<file path="src/rtl/zcst_pkg.sv">
// Shared constants and types for the zero-crossing symbol timing block.
package zcst_pkg;

    localparam int SAMPLE_BITS_DEF = 16;

    localparam int PHASE_W  = 32;
    localparam int STEP_W   = 31;
    localparam int GAIN_W   = 16;
    localparam int THRESH_W = 15;
    localparam int CFG_W    = 31;
    localparam int CFG_AW   = 2;

    localparam logic [CFG_AW-1:0] REG_PHASE_STEP      = 2'd0;
    localparam logic [CFG_AW-1:0] REG_NUDGE_GAIN      = 2'd1;
    localparam logic [CFG_AW-1:0] REG_SLICE_THRESHOLD = 2'd2;

    localparam logic [STEP_W-1:0]   PHASE_STEP_RST      = 31'd536870912;
    localparam logic [GAIN_W-1:0]   NUDGE_GAIN_RST      = 16'd58982;
    localparam logic [THRESH_W-1:0] SLICE_THRESHOLD_RST = 15'd3277;

    // Updated phase state plus the symbol strobe for one sample.
    typedef struct packed {
        logic [PHASE_W-1:0] acc;
        logic [PHASE_W-1:0] acc_prev;
        logic               emit;
    } phase_upd_t;

endpackage

</file>
<file path="src/rtl/zcst_phase.sv">
// Phase accumulator update: wrap test, gain nudge and step advance.
module zcst_phase
    import zcst_pkg::*;
(
    input  logic [PHASE_W-1:0] acc,
    input  logic [PHASE_W-1:0] acc_prev,
    input  logic [STEP_W-1:0]  step,
    input  logic [GAIN_W-1:0]  gain,
    input  logic               nudge,
    output phase_upd_t         upd
);

    localparam int PROD_W = PHASE_W + GAIN_W + 1;
    localparam int SUM_W  = PROD_W + 1;

    logic signed [PROD_W-1:0] prod;
    logic signed [SUM_W-1:0]  corr;
    logic signed [SUM_W-1:0]  scaled;
    logic signed [SUM_W-1:0]  scaled_step;

    always_comb begin
        prod = $signed(acc) * $signed({1'b0, gain});
        // bias negative products so the shift truncates toward zero
        corr = prod[PROD_W-1] ? SUM_W'(signed'({1'b0, {GAIN_W{1'b1}}})) : '0;
        scaled = SUM_W'(prod) + corr;
        // adding step << 16 before the shift equals adding step after it
        scaled_step = SUM_W'(prod) + corr
                    + SUM_W'(signed'({1'b0, step, {GAIN_W{1'b0}}}));

        upd.emit = acc[PHASE_W-1] && !acc_prev[PHASE_W-1] && (acc_prev != '0);
        if (nudge) begin
            upd.acc_prev = scaled[GAIN_W +: PHASE_W];
            upd.acc      = scaled_step[GAIN_W +: PHASE_W];
        end else begin
            upd.acc_prev = acc;
            upd.acc      = acc + PHASE_W'(step);
        end
    end

endmodule

</file>
<file path="src/rtl/zero_crossing_symbol_timing.sv">
// Top level of the zero-crossing symbol timing recovery block.
// A sample is held in in_sample_reg, then loaded into out_symbol_reg, which drives m_tdata.
// Samples are taken one per cycle while the output is not held; the phase accumulator
// loop (one multiply, one add) is combinational, so samples stream without gaps.
// A held result stalls the input after one more sample fills the input stage.
// Reset (aresetn low, synchronous) clears phase, slicer state and valid flags,
// and restores the register defaults.
module zero_crossing_symbol_timing
    import zcst_pkg::*;
#(
    parameter int SAMPLE_BITS = SAMPLE_BITS_DEF,
    localparam int DATA_W = ((SAMPLE_BITS + 7) / 8) * 8
)(
    input  logic              aclk,
    input  logic              aresetn,
    // configuration write port
    input  logic              cfg_wen,
    input  logic [CFG_AW-1:0] cfg_waddr,
    input  logic [CFG_W-1:0]  cfg_wdata,
    // sample stream in
    input  logic              s_tvalid,
    output logic              s_tready,
    input  logic [DATA_W-1:0] s_tdata,    // [SAMPLE_BITS-1:0] sample_in, rest unused
    // symbol stream out
    output logic              m_tvalid,
    input  logic              m_tready,
    output logic [DATA_W-1:0] m_tdata     // [SAMPLE_BITS-1:0] symbol_out, rest zero
);

    // compare width covers both the sample and the threshold with a sign bit
    localparam int CMP_W = ((SAMPLE_BITS > THRESH_W) ? SAMPLE_BITS : THRESH_W) + 1;

    // configuration registers
    logic [STEP_W-1:0]      phase_step_reg;
    logic [GAIN_W-1:0]      nudge_gain_reg;
    logic [THRESH_W-1:0]    slice_threshold_reg;

    // input stage
    logic                   in_valid_reg, in_valid_next;
    logic [SAMPLE_BITS-1:0] in_sample_reg;

    // timing state
    logic [PHASE_W-1:0]     phase_acc_reg, phase_before_reg;
    logic [SAMPLE_BITS-1:0] last_sample_reg;
    logic                   slice_now_reg, slice_now_next;
    logic                   slice_before_reg, slice_before_next;

    // output stage
    logic                   out_valid_reg, out_valid_next;
    logic [SAMPLE_BITS-1:0] out_symbol_reg;

    logic                   out_free;
    logic                   fire;
    logic                   s_accept;
    logic signed [CMP_W-1:0] thr_pos, thr_neg, cur_ext, last_ext;
    phase_upd_t             upd;

    // Advance the work stage whenever the output slot is empty or being drained.
    assign out_free = !out_valid_reg || m_tready;
    assign fire     = in_valid_reg && out_free;
    assign s_tready = !in_valid_reg || out_free;
    assign s_accept = s_tvalid && s_tready;

    assign m_tvalid = out_valid_reg;
    assign m_tdata  = DATA_W'(out_symbol_reg);

    // Register writes: drop unknown indexes.
    always_ff @(posedge aclk) begin
        if (!aresetn) begin
            phase_step_reg      <= PHASE_STEP_RST;
            nudge_gain_reg      <= NUDGE_GAIN_RST;
            slice_threshold_reg <= SLICE_THRESHOLD_RST;
        end else if (cfg_wen) begin
            unique case (cfg_waddr)
                REG_PHASE_STEP:      phase_step_reg      <= cfg_wdata[STEP_W-1:0];
                REG_NUDGE_GAIN:      nudge_gain_reg      <= cfg_wdata[GAIN_W-1:0];
                REG_SLICE_THRESHOLD: slice_threshold_reg <= cfg_wdata[THRESH_W-1:0];
                default: ;
            endcase
        end
    end

    // Hysteresis slicers: go high above +threshold, low below -threshold,
    // hold on or inside the band.
    always_comb begin
        thr_pos  = CMP_W'(signed'({1'b0, slice_threshold_reg}));
        thr_neg  = -thr_pos;
        cur_ext  = CMP_W'($signed(in_sample_reg));
        last_ext = CMP_W'($signed(last_sample_reg));

        slice_now_next = slice_now_reg;
        if (cur_ext > thr_pos)
            slice_now_next = 1'b1;
        else if (cur_ext < thr_neg)
            slice_now_next = 1'b0;

        slice_before_next = slice_before_reg;
        if (last_ext > thr_pos)
            slice_before_next = 1'b1;
        else if (last_ext < thr_neg)
            slice_before_next = 1'b0;
    end

    // A decision mismatch marks a zero crossing and nudges the phase.
    zcst_phase u_phase (
        .acc      (phase_acc_reg),
        .acc_prev (phase_before_reg),
        .step     (phase_step_reg),
        .gain     (nudge_gain_reg),
        .nudge    (slice_now_next != slice_before_next),
        .upd      (upd)
    );

    always_comb begin
        in_valid_next = in_valid_reg;
        if (s_accept)
            in_valid_next = 1'b1;
        else if (fire)
            in_valid_next = 1'b0;

        out_valid_next = out_valid_reg;
        if (fire)
            out_valid_next = upd.emit;
        else if (m_tready)
            out_valid_next = 1'b0;
    end

    // Control and timing state.
    always_ff @(posedge aclk) begin
        if (!aresetn) begin
            in_valid_reg     <= 1'b0;
            out_valid_reg    <= 1'b0;
            phase_acc_reg    <= '0;
            phase_before_reg <= '0;
            last_sample_reg  <= '0;
            slice_now_reg    <= 1'b0;
            slice_before_reg <= 1'b0;
        end else begin
            in_valid_reg  <= in_valid_next;
            out_valid_reg <= out_valid_next;
            if (fire) begin
                phase_acc_reg    <= upd.acc;
                phase_before_reg <= upd.acc_prev;
                last_sample_reg  <= in_sample_reg;
                slice_now_reg    <= slice_now_next;
                slice_before_reg <= slice_before_next;
            end
        end
    end

    // Payload: capture the request, load the symbol on a wrap.
    always_ff @(posedge aclk) begin
        if (s_accept)
            in_sample_reg <= s_tdata[SAMPLE_BITS-1:0];
        if (fire && upd.emit)
            out_symbol_reg <= in_sample_reg;
    end

endmodule

</file>
<file path="config.mk">
export PLATFORM = sky130hd
export DESIGN_NAME = zero_crossing_symbol_timing
export DESIGN_NICKNAME = d
export VERILOG_FILES = /design/src/rtl/zcst_pkg.sv /design/src/rtl/zcst_phase.sv /design/src/rtl/zero_crossing_symbol_timing.sv
export SDC_FILE = /design/constraint.sdc
export NUM_CORES = 2
export LEC_CHECK = 0
export BUFFER_PORTS_ARGS = -buffer_cell sky130_fd_sc_hd__buf_2
export CELL_PAD_IN_SITES_DETAIL_PLACEMENT = 1
export CELL_PAD_IN_SITES_GLOBAL_PLACEMENT = 1
export CORE_ASPECT_RATIO = 0.8
export CORE_MARGIN = 4
export CORE_UTILIZATION = 46
export CTS_CLUSTER_DIAMETER = 50
export DETAILED_ROUTE_END_ITERATION = 10
export HOLD_SLACK_MARGIN = 0.12
export PLACE_DENSITY = 0.81
export SETUP_SLACK_MARGIN = 0.02
export SYNTH_ARGS = -nofsm -noshare
export SYNTH_HDL_FRONTEND = slang
export SYNTH_HIERARCHICAL = 1
export SYNTH_SLANG_ARGS = --single-unit
</file>
<file path="constraint.sdc">
create_clock -name aclk -period 12 [get_ports aclk]
set_input_delay 0.6 -clock aclk [delete_from_list [all_inputs] [get_ports aclk]]
set_output_delay 0.6 -clock aclk [all_outputs]
set_load 0.005 [all_outputs]
</file>
* Yosys cells after proc, flatten, opt, wreduce, memory -nomap -nowiden
Index checks and enable logic that the tools add are counted.
Cells by class: add/sub/neg operators 4, multipliers 1, div/mod/pow operators 0, $lt $le $gt $ge 4, equality and inequality tests 3, shifts and indexed selects 0, mux-type cells 10, bitwise operators 0, reductions and logical operators 17
Operators by type and width (count):
- adder 48 bit | 2
- two-way mux 64 bit | 1
- multiplier 32 x 17 -> 49 bit | 1
- less-than comparator 16 x 17 -> 1 bit | 2
- adder 32 x 31 -> 32 bit | 1
- > comparator 16 bit | 2
- nonzero test 32 bit | 1
- negation 15 -> 17 bit | 1
- two-way mux 16 bit | 1
- two-way mux 1 bit | 8
- AND reduction 2 bit | 3
- logical AND 1 bit | 5
- nonzero test 2 bit | 2
- logical NOT 1 bit | 3
- equality test 2 x 1 -> 1 bit, second input constant | 1
- equality test 2 bit, second input constant | 1
- logical NOT 2 bit | 1
- logical OR 1 bit | 2
- inequality test 1 bit | 1
Word-level totals: flip-flop bits (word level) 178, latch bits 0, memory bits (writable) 0, ROM bits 0, bits of input ports 54, output and inout bits 18, word-level logic and storage cells 51, memories kept 0

* Depth between registers and ports, before layout
word-level depth 6, depth in mapped cells 53, depth with buffers taken out 50

* Hierarchy
The synthesis kept the hierarchy.
By module, submodules not included:
- zcst_phase | instances 1, cells each 2887, area an instance 23540.1 um^2, sequential area each 0.0 um^2
- zero_crossing_symbol_timing | instances 1, cells each 886, area an instance 8031.5 um^2, sequential area each 3883.7 um^2

* Least setup slack after synthesis
No wires, ideal clock.
kind reg-to-reg, from register phase_acc_reg[31], to register phase_acc_reg[31], library setup time 0.076 ns, arrival 11.855 ns, setup slack 0.069 ns, stages on the path, launching flop included 50, period minus slack after synthesis 11.931 ns, path through dfxtp_1 > clkbuf_1 > buf_1 > nand2_1 > fa_1 > fa_1 > inv_1 > fa_1 > fa_1 > fa_1 > inv_1 > fa_1 > inv_1 > ha_1 > and2_1 > clkbuf_1 > a21boi_0 > a211oi_1 > (+14 left out) > buf_4 > nand4b_1 > or3_1 > nand2_1 > ha_1 > a211o_1 > a211oi_1 > a221oi_1 > a32o_1 > a31oi_1 > a311oi_1 > nor4_1 > o31ai_1 > a31oi_1 > or4b_2 > nand4_1 > nand2_1 > a21boi_0
RTL lines:
- start, declared | RTL line zero_crossing_symbol_timing.sv:43 | logic [PHASE_W-1:0] phase_acc_reg, phase_before_reg;
- start signal, assigned | RTL line zero_crossing_symbol_timing.sv:142 | phase_acc_reg <= upd.acc;

==> flow_metrics.tcl <==
set metrics [dict create \
    syn-cell-area_um2 31600 \
    nets 4910 \
    grt_pass1_vias 31300 \
    drv_slew 0 \
    place_hpwl_um 88900 \
    yosysUniqueCellTypes 103 \
    finalWorstSetupSlack_ns -0.102 \
    crit_path_end_kind "flip-flop" \
    layoutNonFillerInstCount 5043 \
    cts_tree "built" \
    tightestPinTransition_ns 1.17 \
    die_width_um 301 \
    avgRoutedWirePerCell_um 24.6 \
    portBuffers 71 \
    synth.avg_cell_area_um2 8.37 \
    clk_latency_ns 0.47 \
    wl_um 124000 \
    vias 29600 \
    holdBufCountCts 0 \
    crit_arrival_ns 12.44 \
    status "finished, violations left" \
    finalHoldViolations 0 \
    maxCapViolations 0 \
    synthCells 3773 \
    drc 0 \
    skew_ns 0.0210 \
    post-place-cells 4937 \
    clockBufferDepth 2 \
    start_kind "flip-flop" \
    fillCellCount 8038 \
    dieArea_um2 72900 \
    ant_nets 0 \
    area_growth_pct 19.2 \
    crit_type "flip-flop to flip-flop" \
    utilization_pct 55.7 \
    fmaxAchievable_mhz 82.6 \
    clkTransAtPathRegs_ns 0.08 \
    maxSlewHeadroom_pct 22.0 \
    antenna_cells 0 \
    grt_pass1_wl_um 174000 \
    critPathMaxFanout 7 \
    cts_sinks 178 \
    crit_slowest_cell "fa_1" \
    final_cell_mix "nand2_1 (685), inv_1 (629), fa_1 (474)" \
    synth_top_cell_area_share_pct 31.1 \
    path_delay_family "adder cells" \
    min_path_type "primary input to flip-flop" \
    multiInputGateArea_um2 25300 \
    core-area_um2 67600 \
    cp.required_ns 12.34 \
    dp_slack_ns -0.627 \
    violations "negative setup slack" \
    yosysTopAreaCell "fa_1" \
    gr-total-overflow 0 \
    synth_edf_count 32 \
    async_flop_share_pct 0 \
    gr-usage-all-layers_pct 30.2 \
    max_stage_delay_ns 0.57 \
    antenna_found_initial 7 \
    via_per_inst 5.87 \
    crit_top_cell "fa_1" \
    io_pins 72 \
    ys_seq_elements 178 \
    gp_congestion 0.902 \
    synth-seq-area-share_pct 12.3 \
    die_h_um 242 \
    crit_buf_inv 10 \
    ys_top_cells_by_area "fa_1 (31%), ha_1 (9.8%), dfxtp_1 (9.3%)" \
    min_period_ns 12.10 \
    row_count 85 \
    synth_ff_type "dfxtp_1" \
    final-seq-area_um2 3940 \
    cts_made_buffers 17 \
    drive_above_1_share_pct 18.0 \
    finalSetupViolCount 1 \
    final_common_cell "nand2_1" \
    dr.pass1.iters 6 \
    clock-root-buffer "clkbuf_16" \
    grt_max_degree 86 \
    yosysWarningCount 6 \
    synth_nets 4566 \
    rsz0062_at_grt "yes" \
    first_iter_violations 2562 \
    cts_max_level 4 \
    finalCritPeriodShare_pct 101 \
    initial_utilization_pct 46.7 \
]
-- final timing paths --
path | endpoint | start | slack (ns) | depth (start not counted)
worst max register to register | phase_acc_reg[31] | nudge_gain_reg[4] | -0.10 | 51
worst min-delay path | in_sample_reg[15] | s_tdata[15] | 0.31 | 1
worst max-delay path | phase_acc_reg[31] | nudge_gain_reg[4] | -0.10 | 51
worst min register to register | phase_before_reg[25] | phase_before_reg[25] | 0.48 | 2
-- cell type report --
class	instances	area share, %
clock buffers	17	1.13
clock inverters	15	0.316
inverters	647	6.46
multi-input cells	2779	67.2
flip-flops and latches	178	10.5
well taps	913	3.03
repair buffers	494	11.4
-- kinds of logic (layout without fill, tap and decap cells) --
group	after synthesis	after routing	share of synthesized area (%)
xor gates and xnor gates	128	128	3.60
AOI/OAI and AO/OA	569	569	12.5
buffers and inverters	816	1173	9.77
muxes	36	36	1.23
DFF	178	178	12.3
adders and majority gates	740	740	41.0
and+or+nand+nor	1306	1306	19.6
-- synth_stat cells (22+ instances only) --
cell and number:
xnor2_1 78, edfxtp_1 32, dfxtp_1 146, nor3_1 38, nand3_1 63, nand2b_1 24, o21ai_0 90, o211ai_1 25
mux2_2 22, clkbuf_1 156, fa_1 491, inv_1 646, nor2_1 119, and2_1 214, a21boi_0 131, a21o_1 46
nand2_1 697, xor2_1 48, ha_1 248, o21a_1 31, a21oi_1 109
-- through the flow --
stage | hold slack, ns | TNS, ns | instance area (um2)
4_1_cts | 0.296 | -0.0730 | 36100
2_1_floorplan | 0.442 | 0 | 31600
5_1_grt | 0.296 | -1.30 | 37600
6_report | 0.306 | -0.102 | 37600
3_5_place_dp | 0.463 | -1.87 | 35400
3_3_place_gp | 0.450 | -0.103 | 35400
-- layer usage --
metal | share of wire [%] | GRT usage [%] | wire [um]
met5 | 0.077 | 0 | 96
met1 | 39 | 39.1 | 47800
met3 | 8.2 | 4.61 | 10200
met4 | 5.8 | 10.1 | 7260
met2 | 47 | 51.6 | 58800
-- repair_timing --
| action | in CTS | in global routing |
|---|---|---|
| buffers inserted | 2 | 61 |
| cloned | 0 | 12 |
| endpoints found under the setup margin | 10 | 13 |
| pin swaps | 5 | 126 |
| gates resized for setup | 35 | 189 |
| endpoints found under the hold margin | 0 | 0 |
Power is left out: the tool's default activity adds up to more than one toggle a clock period on the data nets, which glitch-free logic cannot reach.
